==> src/sync_frame_parser_checksum_defines.svh <==
// assertion macros used by the frame parser store module
`ifndef SYNC_FRAME_PARSER_CHECKSUM_DEFINES_SVH
`define SYNC_FRAME_PARSER_CHECKSUM_DEFINES_SVH

// consequent must hold in the same cycle as the antecedent
`define SFPC_ASSERT_NOW(label, ante, cons, msg) \
  label: assert property (@(posedge clk) disable iff (rst) (ante) |-> (cons)) \
    else $error(msg);

// consequent must hold in the cycle after the antecedent
`define SFPC_ASSERT_NEXT(label, ante, cons, msg) \
  label: assert property (@(posedge clk) disable iff (rst) (ante) |=> (cons)) \
    else $error(msg);

// consequent must hold after the antecedent, with the cycle that SFPC_ASSERT_NEXT checks skipped
`define SFPC_ASSERT_SKIP(label, ante, cons, msg) \
  label: assert property (@(posedge clk) disable iff (rst) (ante) |=> ##1 (cons)) \
    else $error(msg);

`endif

==> src/sfpc_pkg.sv <==
// shared types and constants of the sync frame parser
package sfpc_pkg;

  localparam int DEFAULT_BUFFER_DEPTH = 32;
  localparam int MAX_RESULTS          = 32;
  localparam int IDX_W                = 5;
  localparam int OUT_TDATA_W          = 48;
  localparam int CFG_INDEX_W          = 3;
  localparam int CFG_DATA_W           = 16;

  // accepted type nibbles of the address byte
  localparam logic [3:0] KIND_A    = 4'h1;
  localparam logic [3:0] KIND_B    = 4'h2;

  // configuration register indexes
  typedef enum logic [CFG_INDEX_W-1:0] {
    REG_SYNC_FIRST    = 3'd0,
    REG_SYNC_SECOND   = 3'd1,
    REG_SYNC_THIRD    = 3'd2,
    REG_OWN_ADDRESS   = 3'd3,
    REG_STATUS_OPCODE = 3'd4,
    REG_STATUS_SIZE   = 3'd5
  } cfg_reg_t;

  // frame verdict codes
  typedef enum logic [1:0] {
    VERDICT_OTHER    = 2'd0,
    VERDICT_STATUS   = 2'd1,
    VERDICT_SIZE_ERR = 2'd2,
    VERDICT_BAD_SUM  = 2'd3
  } verdict_t;

  // readout request from the parser to the buffer
  typedef struct packed {
    logic             start;
    logic             has_payload;
    verdict_t         verdict;
    logic [IDX_W-1:0] last_idx;
  } rd_cmd_t;

  // result fields held in the output register
  typedef struct packed {
    verdict_t         verdict;
    logic [7:0]       data;
    logic [IDX_W-1:0] index;
    logic             valid;
    logic             last;
  } result_t;

endpackage

==> src/sfpc_store.sv <==
// payload buffer memory and result readout sequencer
`include "sync_frame_parser_checksum_defines.svh"

module sfpc_store #(
  parameter int BUFFER_DEPTH = sfpc_pkg::DEFAULT_BUFFER_DEPTH,
  localparam int AW = (BUFFER_DEPTH > 1) ? $clog2(BUFFER_DEPTH) : 1
) (
  input  logic              clk,
  input  logic              rst,
  input  logic              wr_en,
  input  logic [AW-1:0]     wr_addr,
  input  logic [7:0]        wr_data,
  input  sfpc_pkg::rd_cmd_t cmd,
  input  logic              m_ready,
  output logic              m_valid,
  output sfpc_pkg::result_t res,
  output logic              busy
);

  typedef enum logic [1:0] {
    ST_RUN,
    ST_FETCH,
    ST_SEND
  } state_t;

  state_t                         state;
  logic [sfpc_pkg::IDX_W-1:0]     out_idx;
  logic [sfpc_pkg::IDX_W-1:0]     idx_next;
  logic [sfpc_pkg::IDX_W-1:0]     last_idx;
  logic [7:0]                     mem [BUFFER_DEPTH];
  logic [7:0]                     rd_data;
  logic                           rd_en;
  logic [AW-1:0]                  rd_addr;

  assign idx_next = out_idx + sfpc_pkg::IDX_W'(1);
  assign busy     = (state != ST_RUN);

  // read request: first byte on a frame start with payload, next byte on each taken beat but the last
  always_comb begin
    rd_en   = 1'b0;
    rd_addr = '0;
    if (state == ST_RUN && cmd.start && cmd.has_payload) begin
      rd_en = 1'b1;
    end else if (state == ST_SEND && m_ready && !res.last) begin
      rd_en   = 1'b1;
      rd_addr = AW'(idx_next);
    end
  end

  // payload memory, one write and one registered read port
  always_ff @(posedge clk) begin
    if (wr_en) begin
      mem[wr_addr] <= wr_data;
    end
    if (rd_en) begin
      rd_data <= mem[rd_addr];
    end
  end

  // readout sequencer and output register
  always_ff @(posedge clk) begin
    if (rst) begin
      state   <= ST_RUN;
      m_valid <= 1'b0;
    end else begin
      case (state)
        ST_RUN: begin
          if (cmd.start) begin
            res.verdict <= cmd.verdict;
            last_idx    <= cmd.last_idx;
            out_idx     <= '0;
            if (cmd.has_payload) begin
              state <= ST_FETCH;
            end else begin
              res.data  <= '0;
              res.index <= '0;
              res.valid <= 1'b0;
              res.last  <= 1'b1;
              m_valid   <= 1'b1;
              state     <= ST_SEND;
            end
          end
        end
        ST_FETCH: begin
          res.data  <= rd_data;
          res.index <= out_idx;
          res.valid <= 1'b1;
          res.last  <= (out_idx == last_idx);
          m_valid   <= 1'b1;
          state     <= ST_SEND;
        end
        ST_SEND: begin
          if (m_ready) begin
            m_valid <= 1'b0;
            if (res.last) begin
              state <= ST_RUN;
            end else begin
              out_idx <= idx_next;
              state   <= ST_FETCH;
            end
          end
        end
        default: begin
          state   <= ST_RUN;
          m_valid <= 1'b0;
        end
      endcase
    end
  end

  // checks
  `SFPC_ASSERT_NOW(a_start_when_idle, cmd.start, !busy, "frame completed during readout")
  `SFPC_ASSERT_NOW(a_no_write_in_readout, wr_en, !busy, "buffer written during readout")
  `SFPC_ASSERT_NEXT(a_hold_after_beat, m_valid && m_ready && !res.last, busy, "input released early")
  `SFPC_ASSERT_SKIP(a_index_steps, m_valid && m_ready && !res.last, m_valid && res.index == $past(res.index, 2) + sfpc_pkg::IDX_W'(1), "payload index did not advance")

endmodule

==> src/sync_frame_parser_checksum.sv <==
// sync frame parser: one byte per beat in; out, one beat per stored payload byte or one for an empty or bad frame
// readout: a frame with payload reads its first byte from the buffer on the checksum beat, then loads it
//   into the output register; an empty frame or a bad checksum shows its single result in the cycle after it
// throughput: 1 input byte per cycle while parsing; readout fetches each result through the buffer read
//   port, then holds it until taken, and input is held off from the checksum beat to the last beat
// reset: synchronous, returns to idle with cleared sync history and default registers;
//   the payload buffer is not cleared, every byte read out is written in the same frame

module sync_frame_parser_checksum #(
  parameter int BUFFER_DEPTH = sfpc_pkg::DEFAULT_BUFFER_DEPTH,
  localparam int AW = (BUFFER_DEPTH > 1) ? $clog2(BUFFER_DEPTH) : 1
) (
  input  logic                                 clk,
  input  logic                                 rst,
  // input stream
  input  logic                                 s_tvalid,
  output logic                                 s_tready,
  input  logic [7:0]                           s_tdata,   // rx_byte [7:0]
  // result stream
  output logic                                 m_tvalid,
  input  logic                                 m_tready,
  // verdict [1:0], frame_kind [5:2], opcode [13:6], frame_length [29:14],
  // payload_byte [37:30], payload_index [42:38], payload_valid [43], zero [47:44]
  output logic [sfpc_pkg::OUT_TDATA_W-1:0]     m_tdata,
  output logic                                 m_tlast,   // last
  // configuration writes
  input  logic                                 cfg_valid,
  output logic                                 cfg_ready,
  input  logic [sfpc_pkg::CFG_INDEX_W-1:0]     cfg_index,
  input  logic [sfpc_pkg::CFG_DATA_W-1:0]      cfg_data
);

  localparam int MaxOut = (BUFFER_DEPTH < sfpc_pkg::MAX_RESULTS) ?
                          BUFFER_DEPTH : sfpc_pkg::MAX_RESULTS;

  typedef enum logic [2:0] {
    PH_IDLE,
    PH_ADDR,
    PH_INSTR,
    PH_LENHI,
    PH_LENLO,
    PH_DATA
  } phase_t;

  // configuration registers
  logic [7:0]  sync_first;
  logic [7:0]  sync_second;
  logic [7:0]  sync_third;
  logic [3:0]  own_address;
  logic [7:0]  status_opcode;
  logic [15:0] status_size;

  // parser state
  phase_t      phase;
  logic [7:0]  prev_first;
  logic [7:0]  prev_second;
  logic [7:0]  length_high;
  logic [15:0] declared_length;
  logic [15:0] byte_count;
  logic [7:0]  running_sum;
  logic [3:0]  kind_reg;
  logic [7:0]  opcode_reg;

  logic                    in_beat;
  logic                    sync_hit;
  logic                    in_payload;
  logic                    addr_ok;
  logic                    sum_ok;
  logic                    busy;
  logic                    wr_en;
  logic [AW-1:0]           wr_addr;
  sfpc_pkg::rd_cmd_t       cmd;
  sfpc_pkg::verdict_t      good_verdict;
  sfpc_pkg::result_t       res;

  assign cfg_ready = 1'b1;
  assign s_tready  = !busy;
  assign in_beat   = s_tvalid && s_tready;

  // configuration writes
  always_ff @(posedge clk) begin
    if (rst) begin
      sync_first    <= '0;
      sync_second   <= '0;
      sync_third    <= '0;
      own_address   <= 4'd1;
      status_opcode <= '0;
      status_size   <= '0;
    end else if (cfg_valid) begin
      case (cfg_index)
        sfpc_pkg::REG_SYNC_FIRST:    sync_first    <= cfg_data[7:0];
        sfpc_pkg::REG_SYNC_SECOND:   sync_second   <= cfg_data[7:0];
        sfpc_pkg::REG_SYNC_THIRD:    sync_third    <= cfg_data[7:0];
        sfpc_pkg::REG_OWN_ADDRESS:   own_address   <= cfg_data[3:0];
        sfpc_pkg::REG_STATUS_OPCODE: status_opcode <= cfg_data[7:0];
        sfpc_pkg::REG_STATUS_SIZE:   status_size   <= cfg_data;
        default: ;
      endcase
    end
  end

  // byte decode
  assign sync_hit   = (s_tdata == sync_third) && (prev_second == sync_second) &&
                      (prev_first == sync_first);
  assign in_payload = (byte_count < declared_length);
  assign addr_ok    = (s_tdata == {sfpc_pkg::KIND_A, own_address}) ||
                      (s_tdata == {sfpc_pkg::KIND_B, own_address});
  assign sum_ok     = (running_sum == s_tdata);

  always_comb begin
    good_verdict = sfpc_pkg::VERDICT_OTHER;
    if (opcode_reg == status_opcode) begin
      good_verdict = (declared_length == status_size) ? sfpc_pkg::VERDICT_STATUS :
                                                        sfpc_pkg::VERDICT_SIZE_ERR;
    end
  end

  // payload store write and readout request
  assign wr_en   = in_beat && !sync_hit && (phase == PH_DATA) && in_payload &&
                   (byte_count < 16'(BUFFER_DEPTH));
  assign wr_addr = byte_count[AW-1:0];

  always_comb begin
    cmd.start       = in_beat && !sync_hit && (phase == PH_DATA) && !in_payload;
    cmd.has_payload = sum_ok && (declared_length != 16'd0);
    cmd.verdict     = sum_ok ? good_verdict : sfpc_pkg::VERDICT_BAD_SUM;
    cmd.last_idx    = (declared_length >= 16'(MaxOut)) ?
                      sfpc_pkg::IDX_W'(MaxOut - 1) :
                      declared_length[sfpc_pkg::IDX_W-1:0] - sfpc_pkg::IDX_W'(1);
  end

  // frame parser
  always_ff @(posedge clk) begin
    if (rst) begin
      phase           <= PH_IDLE;
      prev_first      <= '0;
      prev_second     <= '0;
      length_high     <= '0;
      declared_length <= '0;
      byte_count      <= '0;
      running_sum     <= '0;
      kind_reg        <= '0;
      opcode_reg      <= '0;
    end else if (in_beat) begin
      prev_first  <= prev_second;
      prev_second <= s_tdata;
      if (sync_hit) begin
        phase           <= PH_ADDR;
        running_sum     <= '0;
        byte_count      <= '0;
        length_high     <= '0;
        declared_length <= '0;
        kind_reg        <= '0;
        opcode_reg      <= '0;
      end else begin
        case (phase)
          PH_ADDR: begin
            running_sum <= running_sum + s_tdata;
            if (addr_ok) begin
              kind_reg <= s_tdata[7:4];
              phase    <= PH_INSTR;
            end else begin
              phase <= PH_IDLE;
            end
          end
          PH_INSTR: begin
            opcode_reg  <= s_tdata;
            running_sum <= running_sum + s_tdata;
            phase       <= PH_LENHI;
          end
          PH_LENHI: begin
            length_high <= s_tdata;
            running_sum <= running_sum + s_tdata;
            phase       <= PH_LENLO;
          end
          PH_LENLO: begin
            declared_length <= {length_high, s_tdata};
            running_sum     <= running_sum + s_tdata;
            byte_count      <= '0;
            phase           <= PH_DATA;
          end
          PH_DATA: begin
            if (in_payload) begin
              byte_count  <= byte_count + 16'd1;
              running_sum <= running_sum + s_tdata;
            end else begin
              phase <= PH_IDLE;
            end
          end
          PH_IDLE: ;
          default: phase <= PH_IDLE;
        endcase
      end
    end
  end

  sfpc_store #(
    .BUFFER_DEPTH (BUFFER_DEPTH)
  ) u_store (
    .clk     (clk),
    .rst     (rst),
    .wr_en   (wr_en),
    .wr_addr (wr_addr),
    .wr_data (s_tdata),
    .cmd     (cmd),
    .m_ready (m_tready),
    .m_valid (m_tvalid),
    .res     (res),
    .busy    (busy)
  );

  // frame fields stay put during readout since no byte is taken then
  assign m_tdata = {4'b0000, res.valid, res.index, res.data, declared_length,
                    opcode_reg, kind_reg, res.verdict};
  assign m_tlast = res.last;

endmodule

==> config.mk <==
export PLATFORM = sky130hd
export DESIGN_NAME = sync_frame_parser_checksum
export DESIGN_NICKNAME = d
export VERILOG_FILES = /design/src/sfpc_pkg.sv /design/src/sfpc_store.sv /design/src/sync_frame_parser_checksum.sv
export VERILOG_INCLUDE_DIRS = /design/src /design/src/src
export SDC_FILE = /design/constraint.sdc
export NUM_CORES = 1
export LEC_CHECK = 0
export BUFFER_PORTS_ARGS = -buffer_cell sky130_fd_sc_hd__buf_4
export CORE_MARGIN = 5
export CORE_UTILIZATION = 40
export DETAILED_ROUTE_END_ITERATION = 10
export GPL_TIMING_DRIVEN = 0
export SLEW_MARGIN = 20
export SYNTH_ARGS = -nofsm -noshare
export SYNTH_HDL_FRONTEND = slang
export SYNTH_SLANG_ARGS = --single-unit
==> constraint.sdc <==
create_clock -name clk -period 4.4 [get_ports clk]
set_input_delay 0.22 -clock clk [delete_from_list [all_inputs] [get_ports clk]]
set_output_delay 0.22 -clock clk [all_outputs]
set_load 0.1 [all_outputs]
==> results of run 1 <==
[final cells by class]
cell class                 count  area share, %
multi-input combinational   1093          28.99
timing repair buffer          99          3.706
buffer                        96          1.980
inverter                      27         0.4787
clock inverter                18          1.011
antenna                        1        0.01182
clock buffer                  69          6.377
sequential                   425          53.95
tap                          592          3.499
[final timing paths]
path / slack (ps) / from / endpoint / cells after the start
worst max-delay path: 180 / declared_length[7]$_SDFFE_PP0P_ / u_store.mem[6][2]$_DFFE_PP_ / 9
worst min-delay path: 90 / cfg_index[0] / sync_third[4]$_SDFFE_PP0P_ / 4
worst max register to register: 180 / declared_length[7]$_SDFFE_PP0P_ / u_store.mem[6][2]$_DFFE_PP_ / 9
worst min register to register: 470 / status_size[14]$_SDFFE_PP0P_ / status_size[14]$_SDFFE_PP0P_ / 2
[repair_timing]
item,CTS,global route
hold buffers,18,0
endpoints found under the hold margin,55,0
buffers inserted,0,0
[power groups by stage]
stage	Clock, mW	Sequential [mW]	Combinational (mW)
after floorplan	0	4.38	0.145
after global placement	0	4.38	0.269
after detailed placement	0	4.38	0.274
after CTS	4.01	4.30	0.287
after global routing	4.19	4.30	0.312
final	3.95	4.30	0.289
[metal layers]
metal	vias to the layer above	share of wire [%]	routed length (µm)
li1	6228	-	-
met1	6439	43	21640
met2	471	48	24430
met3	88	6.4	3227
met4	0	2.5	1268
met5	-	0	0
[placed cells by master (no fill, tap or decap), drive strengths merged, types with 18 or more instances in the layout]
cell / n
nand2: 357
edfxtp: 291
dfxtp: 134
buf: 123
clkbuf: 123
nor2: 106
nand3: 101
a21oi: 93
xor2: 57
and3: 45
a211oi: 35
inv: 31
ha: 28
a22oi: 25
nor4: 24
a311oi: 23
nand4: 20
a31oi: 19
xnor2: 18
and2: 18
dlygate4sd3: 18
[logic make-up after synthesis]
group	synth area share (%)
buffers and inverters	2.885
AND/OR/NAND/NOR	18.30
flip-flops	63.31
AO/OA/AOI/OAI	9.377
other	0.04163
adder cells (fa/ha/maj)	2.053
multiplexers	0.3884
XOR/XNOR	3.641
[worst max-delay path: cells and delay by family (launching register included)]
family | cells | cell delay, ps
AO/OA/AOI/OAI | 3 | 890
adder cells (fa/ha/maj) | 1 | 310
buffers and inverters | 1 | 80
flip-flops | 1 | 490
AND/OR/NAND/NOR | 4 | 2040
[stage by stage]
step / util (%) / area, µm² / hold slack, ps / power (mW)
after CTS: 47.65 / 21160 / 45.40 / 8.597
after detailed placement: 43.72 / 19420 / 462.4 / 4.655
after floorplan: - / 18060 / 318.9 / 4.522
after global placement: 43.64 / 19380 / 455.0 / 4.650
final: 47.67 / 21170 / 86.06 / 8.533
after global routing: 47.66 / 21170 / 87.61 / 8.797
==> flow_results.org, run 1 <==
** Status
- The run finished with clean final reports.

** Logic synthesis
- EDFF count, synth :: roughly 290
- Among all cell types in the netlist, the one instantiated most often is sky130_fd_sc_hd__nand2_1.
- The cell count after synthesis came out at about 1.6k.
- For this run, the number of Yosys warnings is 0.
- After synthesis, flip-flops and latches occupy 63.31% of the total area.
- The mapped netlist covers 0.01804 mm².
- For this run, asynchronously set or reset flops after synthesis account for 0%.
- Library cell with the largest summed area after synthesis :: sky130_fd_sc_hd__edfxtp_1
- Syn avg cell area :: 11.01 µm²
- Number of storage elements in the synthesis netlist :: 425
- Synthesis instantiated 67 different standard cells from the library.
- Among all flip-flop cells after synthesis, the most frequent one is sky130_fd_sc_hd__edfxtp_1.
- After synthesis, the largest area contributor takes up 48.44% of total cell area.
- Sorting the synthesized cells by area gives the leading types as sky130_fd_sc_hd__edfxtp_1 (48%), sky130_fd_sc_hd__dfxtp_1 (15%), sky130_fd_sc_hd__nand2_1 (7.4%), sky130_fd_sc_hd__nand3_1 (2.8%), sky130_fd_sc_hd__xor2_1 (2.8%).
- The commonest cells after synthesis are sky130_fd_sc_hd__nand2_1 (357), sky130_fd_sc_hd__edfxtp_1 (291), sky130_fd_sc_hd__dfxtp_1 (134).

** Detailed routing
- The routed layout has between 10k and 15k vias.
- Dividing the detail-routed via count by the number of cells gives 5.465.
- Total length of routed wires :: 50.56 mm
- Dividing the detail-routed wire length by the instance count gives 20.89 µm.
- Antenna-violating nets left :: 0
- Detailed-route DRC error count :: 0
- The first detailed-routing pass took 6 iterations.
- In this run, the number of DRC markers left after iteration 0 of detailed routing was ~1.1k.

** Power and ir drop
- Sequential share of power :: between 50% and 60%
- The share of total power dissipated in combinational logic is 3.4%.
- Static leakage :: 7.500 nW
- In this run, the clock network consumes 46.3% of the power.
- The analysis attributes to net switching a power of 1.846 mW.
- Net switching is a little over a fifth of the power.
- Int Pwr :: 6.687 mW
- IR analysis of the VDD net gives a maximum drop of 299.0 µV.
- Total power divided by cell area :: 403.1 mW/mm²

** Global routing
- GR Util met1 :: 26.82%
- Maximum number of pins on one net before global-route repair :: 40
- Global routing consumed, over all layers together, 19.82% of the routing resources.
- The initial antenna violation count is 1.
- Total global routing overflow :: 0
- For this run, global-route usage on met3 was measured as 2.956%.
- Global Route met2 Usage :: 33.42%
- Via count of the first global-routing pass :: 12.70k
- Busiest layer in global routing :: met2
- Wire length of the first global-routing pass :: about 77 mm

** Timing
- Maximum operating frequency :: between 200 and 250 MHz
- Count of endpoints failing hold in the final timing report :: 0
- Ratio of final minimum period to clock period :: around 96%
- Setup violations remaining at the end of the flow were counted as 0.
- In the post-route analysis, the smallest setup slack over all paths is 176.9 ps.
- For the final database, setup skew stands at 21.49 ps.
- Slew @ Worst Pin :: 1079 ps
- Unrepaired setup endpoints after global routing :: false
- Headroom to the max-slew limit came out at 27.81%.
- Post-route minimum period :: about 4200 ps
- Slew Viols, Final :: 0
- Total negative setup slack :: 0 ps

** Finish
- After filler insertion, the fill cell instance count of the layout stands at 4025.
- Max FFs per register :: 256
- The largest registers in the layout are u_store.mem (256), u_store.res (17).
- After the flow finishes, the layout carries non-filler instances totaling 2420.
- FF/Latch Area :: 0.01142 mm²
- u_store.mem holds more flip-flops than any other register.
- Signed area change from the synthesized netlist to the final layout :: 17.35%
- Footprint of the multi-input gates :: 0.006137 mm²
- Fraction of layout instances using a drive strength above 1 :: 10.95%
- After the last flow step, the layout net total stands at 1850.

** Clocking
- Counting every sink on the clock net gives 425.
- Bufs on Longest Clock Path :: 3
- Clock slew at reported path FFs :: 60 ps
- Clock latency reported for the late side of the worst-skew pair :: ~590 ps
- Clock buffer count from CTS :: 47
- The clock tree synthesis step divided the H-tree into 2 levels.
- In this run, post-CTS repair resized a total of 0 instances.
- CTS Root Cell :: sky130_fd_sc_hd__clkbuf_16
- TritonCTS built the clock tree.

** Placed design
- Port buffering added 78 buffers.
- Detailed placement finished with a half-perimeter wire length of approximately 35 mm.
- The congestion estimate from routability-driven global placement came to about 0.84.
- Inst Count DP :: 2314
- Prior to clock tree synthesis, the placed netlist has a worst setup slack of 298.6 ps.

** Die
- Initial Utilization :: ~41%
- The floorplan has 77 rows.
- Die width :: about 220 µm
- Total die area :: 0.04945 mm²
- 84 I/O pins were placed.
- In this run the standard cell core region covers approximately 0.044 mm².
- Die Y :: roughly 220 µm

** Critical path
- Critical path required time :: about 4600 ps
- The largest single stage delay on the critical path is 950 ps.
- In this run the worst path has a maximum fanout of 8.
- Walking the worst path, the cells encountered are inv_1, ha_1, and2_1, a221oi_1, o21ai_1, a211o_1, nor4_2, nand2_1, nor2_1.
- The slowest stage of the critical path is the sky130_fd_sc_hd__nor2_1 cell.
- The setup path with the least slack is of type reg2reg.
- Worst path arrival time :: 4420 ps
- Type of origin of the critical path :: register
- Worst setup EP type :: register

** Job
- Max capacitance violation total :: 0

** Hold path
- Type of the worst min-delay path :: in2reg
Power figures use the tool's default switching activity.
==> run 2: changes to the inputs <==
- MAX_ROUTING_LAYER: default -> met4
==> run 2 against run 1 <==
Effect of this change:
- maximum frequency shrank 0.21%
- final area is the same
- global-route usage grew 0.60 points
- clock power is essentially flat
- combinational power is essentially flat
- die area is the same
- via count shrank 0.18%
==> flow_results.org, run 2 (synthesis results as in run 1) <==
** Status
- Result of the run: finished, final reports clean (unchanged).

** Hold path
- Type of the worst min-delay path :: in2reg (unchanged)

** Clocking
- Number of buffers inserted by hold repair at cts :: 18 (unchanged)
- The clock edge transition at the registers on the reported setup and hold paths is 60 ps (about the same).
- The TritonCTS buffer count came to 47 (unchanged).
- The sink count of the clock tree is 425 (unchanged).
- The number of setup buffers added after CTS was 0 (unchanged).
- Bufs on Longest Clock Path :: 3 (unchanged)
- Clock latency reported for the late side of the worst-skew pair :: 600 ps (was 590 ps)
- Maximum level of the CTS H-tree :: 2 (unchanged)
- Number of resized instances in the post-cts repair step :: 0 (unchanged)
- CTS Root Cell :: sky130_fd_sc_hd__clkbuf_16 (unchanged)
- The TritonCTS clock tree is built (unchanged).

** Power and ir drop
- The maximum vdd drop came to 300.6 µV (was 299.0 µV).
- Switching power as a share of total power :: 21.70% (was 21.63%)
- Reported net switching power :: 1.854 mW (was 1.846 mW)
- Overall power :: 8.541 mW (was 8.533 mW)
- Static leakage :: 7.500 nW (unchanged)
- Clock group share of total power :: 46.3% (about the same)
- Int Pwr :: 6.687 mW (about the same)
- The combinational share of power came to 3.4% (about the same).
- Total power divided by cell area :: 403.5 mW/mm² (was 403.1 mW/mm²)
- Sequential share of power :: 50.3% (was 50.4%)

** Job
- Max capacitance violation total :: 0 (unchanged)

** Placed design
- The number of I/O port buffers is 78 (unchanged).
- Placement-stage worst setup slack :: 298.6 ps (unchanged)
- Inst Count DP :: 2314 (unchanged)
- The placer's final routability congestion estimate came to 0.8567 (was 0.8422).
- The detailed placer's ending HPWL is 34.70 mm (unchanged).

** Critical path
- Worst path arrival time :: 4430 ps (was 4420 ps)
- Peak fanout along the critical path :: 8 (unchanged)
- The critical path class is reg2reg (unchanged).
- Minimum setup slack among reg-to-reg paths :: 170 ps (was 180 ps)
- Type of origin of the critical path :: register (unchanged)
- Critical path required time :: 4600 ps (was 4590 ps)
- The element type at the critical path end is a register (unchanged).

** Timing
- The final total negative setup slack came to 0 ps (unchanged).
- The actual slew at the worst max-slew pin came to 1084 ps (was 1079 ps).
- Count of endpoints failing hold in the final timing report :: 0 (unchanged)
- Post-route minimum period :: 4232 ps (was 4223 ps)
- Slew Viols, Final :: 0 (unchanged)
- The normalized max-slew margin came to 27.44% (was 27.81%).
- The final setup skew came to 19.60 ps (was 21.49 ps).
- Ratio of final minimum period to clock period :: 96.18% (was 95.98%)
- Unrepaired setup endpoints after global routing: false (unchanged).
- The maximum clock rate is 236.3 MHz (was 236.8 MHz).
- Final Worst Setup Slack :: 168.1 ps (was 176.9 ps)
- The setup violation total in the final timing report came to 0 (unchanged).

** Finish
- Registers with the most flip-flops: u_store.mem (256), u_store.res (17) (unchanged).
- Most frequent standard cell in the layout excluding fill and tap cells :: sky130_fd_sc_hd__nand2_1 (unchanged)
- The post-layout instance count excluding filler cells is 2420 (unchanged).
- Biggest register :: u_store.mem (unchanged)
- The number of flip-flops in the largest register was 256 (unchanged).
- Number of nets in the layout :: 1850 (unchanged)
- Signed area change from the synthesized netlist to the final layout :: 17.35% (unchanged)
- Fraction of layout instances using a drive strength above 1 :: 10.95% (unchanged)
- Commonest non-fill, non-tap cells in the layout :: sky130_fd_sc_hd__nand2_1 (357), sky130_fd_sc_hd__edfxtp_1 (291), sky130_fd_sc_hd__dfxtp_1 (134), sky130_fd_sc_hd__nor2_1 (104), sky130_fd_sc_hd__nand3_1 (100) (unchanged)

** Detailed routing
- The length of routed wiring on met1 is 21.80 mm (was 21.64 mm).
- Detailed-route DRC error count :: 0 (unchanged)
- The uppermost metal layer occupied by signal nets was met4 (unchanged).
- Mean number of vias per cell :: 5.455 (was 5.465)
- Met2 wire len :: 24.61 mm (was 24.43 mm)
- Detailed Routing Iterations Pass 1 :: 5 (was 6)
- The number of DRC violations after detailed-routing iteration 0 came to 1122 (was 1140).
- Antenna-violating nets left :: 0 (unchanged)
- Met3 WL post-DR :: 3.130 mm (was 3.227 mm)
- Detailed-route via count :: 13.20k (was 13.23k)
- The total detailed-routing wirelength is 50.65 mm (was 50.56 mm).
- The wire length per cell after detailed routing was 20.93 µm (was 20.89 µm).

** Global routing
- Initial antenna violation count :: 1 (unchanged)
- The via count of the first global-routing pass was 12.69k (was 12.70k).
- Wire length of the first global-routing pass :: 76.71 mm (was 76.60 mm)
- The overflow left after global routing came to 0 (unchanged).
- GR Util All Layers :: 20.42% (was 19.82%)
- The pin count of the biggest net entering global routing was 40 (unchanged).

** Die
- Die Y :: 222.4 µm (unchanged)
- Initial Utilization :: 40.62% (unchanged)
- The die width was 222.4 µm (unchanged).
- The cell row count came to 77 (unchanged).
- The floorplan die area was 0.04945 mm² (unchanged).
- IO Pins :: 84 (unchanged)
- The placeable core area is 0.04441 mm² (unchanged).
run 2: cell counts in the layout (fill, tap and decap cells not counted):
No cell type changed its count.
run 2: final timing paths:
check	from	end	cells past startpoint
min	cfg_index[1]	status_opcode[6]$_SDFFE_PP0P_	4
max	declared_length[7]$_SDFFE_PP0P_	u_store.mem[6][2]$_DFFE_PP_	9
max reg2reg	declared_length[7]$_SDFFE_PP0P_	u_store.mem[6][2]$_DFFE_PP_	9
min reg2reg	status_size[14]$_SDFFE_PP0P_	status_size[14]$_SDFFE_PP0P_	2
run 2: power groups by stage:
stage          clock, mW  combinational (mW)  sequential, mW
4_1_cts             4.01               0.287            4.30
3_3_place_gp           0               0.269            4.38
2_1_floorplan          0               0.145            4.38
5_1_grt             4.19               0.312            4.30
6_report            3.96               0.289            4.30
3_5_place_dp           0               0.274            4.38
run 2: worst max-delay path, stage by stage (launching register included):
cell                       delay [ps]
sky130_fd_sc_hd__dfxtp_1          490
sky130_fd_sc_hd__inv_1             80
sky130_fd_sc_hd__ha_1             310
sky130_fd_sc_hd__and2_1           180
sky130_fd_sc_hd__a221oi_1         270
sky130_fd_sc_hd__o21ai_1          200
sky130_fd_sc_hd__a211o_1          410
sky130_fd_sc_hd__nor4_2           480
sky130_fd_sc_hd__nand2_1          450
sky130_fd_sc_hd__nor2_1           960
run 2: cell type report:
type                       instances  area (µm²)
fill                            4025       23240
sequential                       425       11420
multi-input combinational       1093        6137
clock buffer                      69        1350
timing repair buffer              99       784.5
tap                              592       740.7
buffer                            96       419.2
clock inverter                    18       214.0
inverter                          27       101.3
antenna                            1       2.502
run 2: per-layer routing:
| layer | GRT usage, % | vias to the layer above |
|---|---|---|
| met3 | 2.758 | 85 |
| li1 | - | 6219 |
| met2 | 33.56 | 444 |
| met4 | 5.395 | 0 |
| met5 | - | - |
| met1 | 26.97 | 6454 |
run 2: metrics by stage:
| stage | util (%) | instance area (µm²) | hold WS (ps) |
|---|---|---|---|
| CTS | 47.65 | 21160 | 45.40 |
| finish | 47.67 | 21170 | 77.28 |
| global placement | 43.64 | 19380 | 455.0 |
| detailed placement | 43.72 | 19420 | 462.4 |
| global route | 47.66 | 21170 | 87.61 |
| floorplan | - | 18060 | 318.9 |
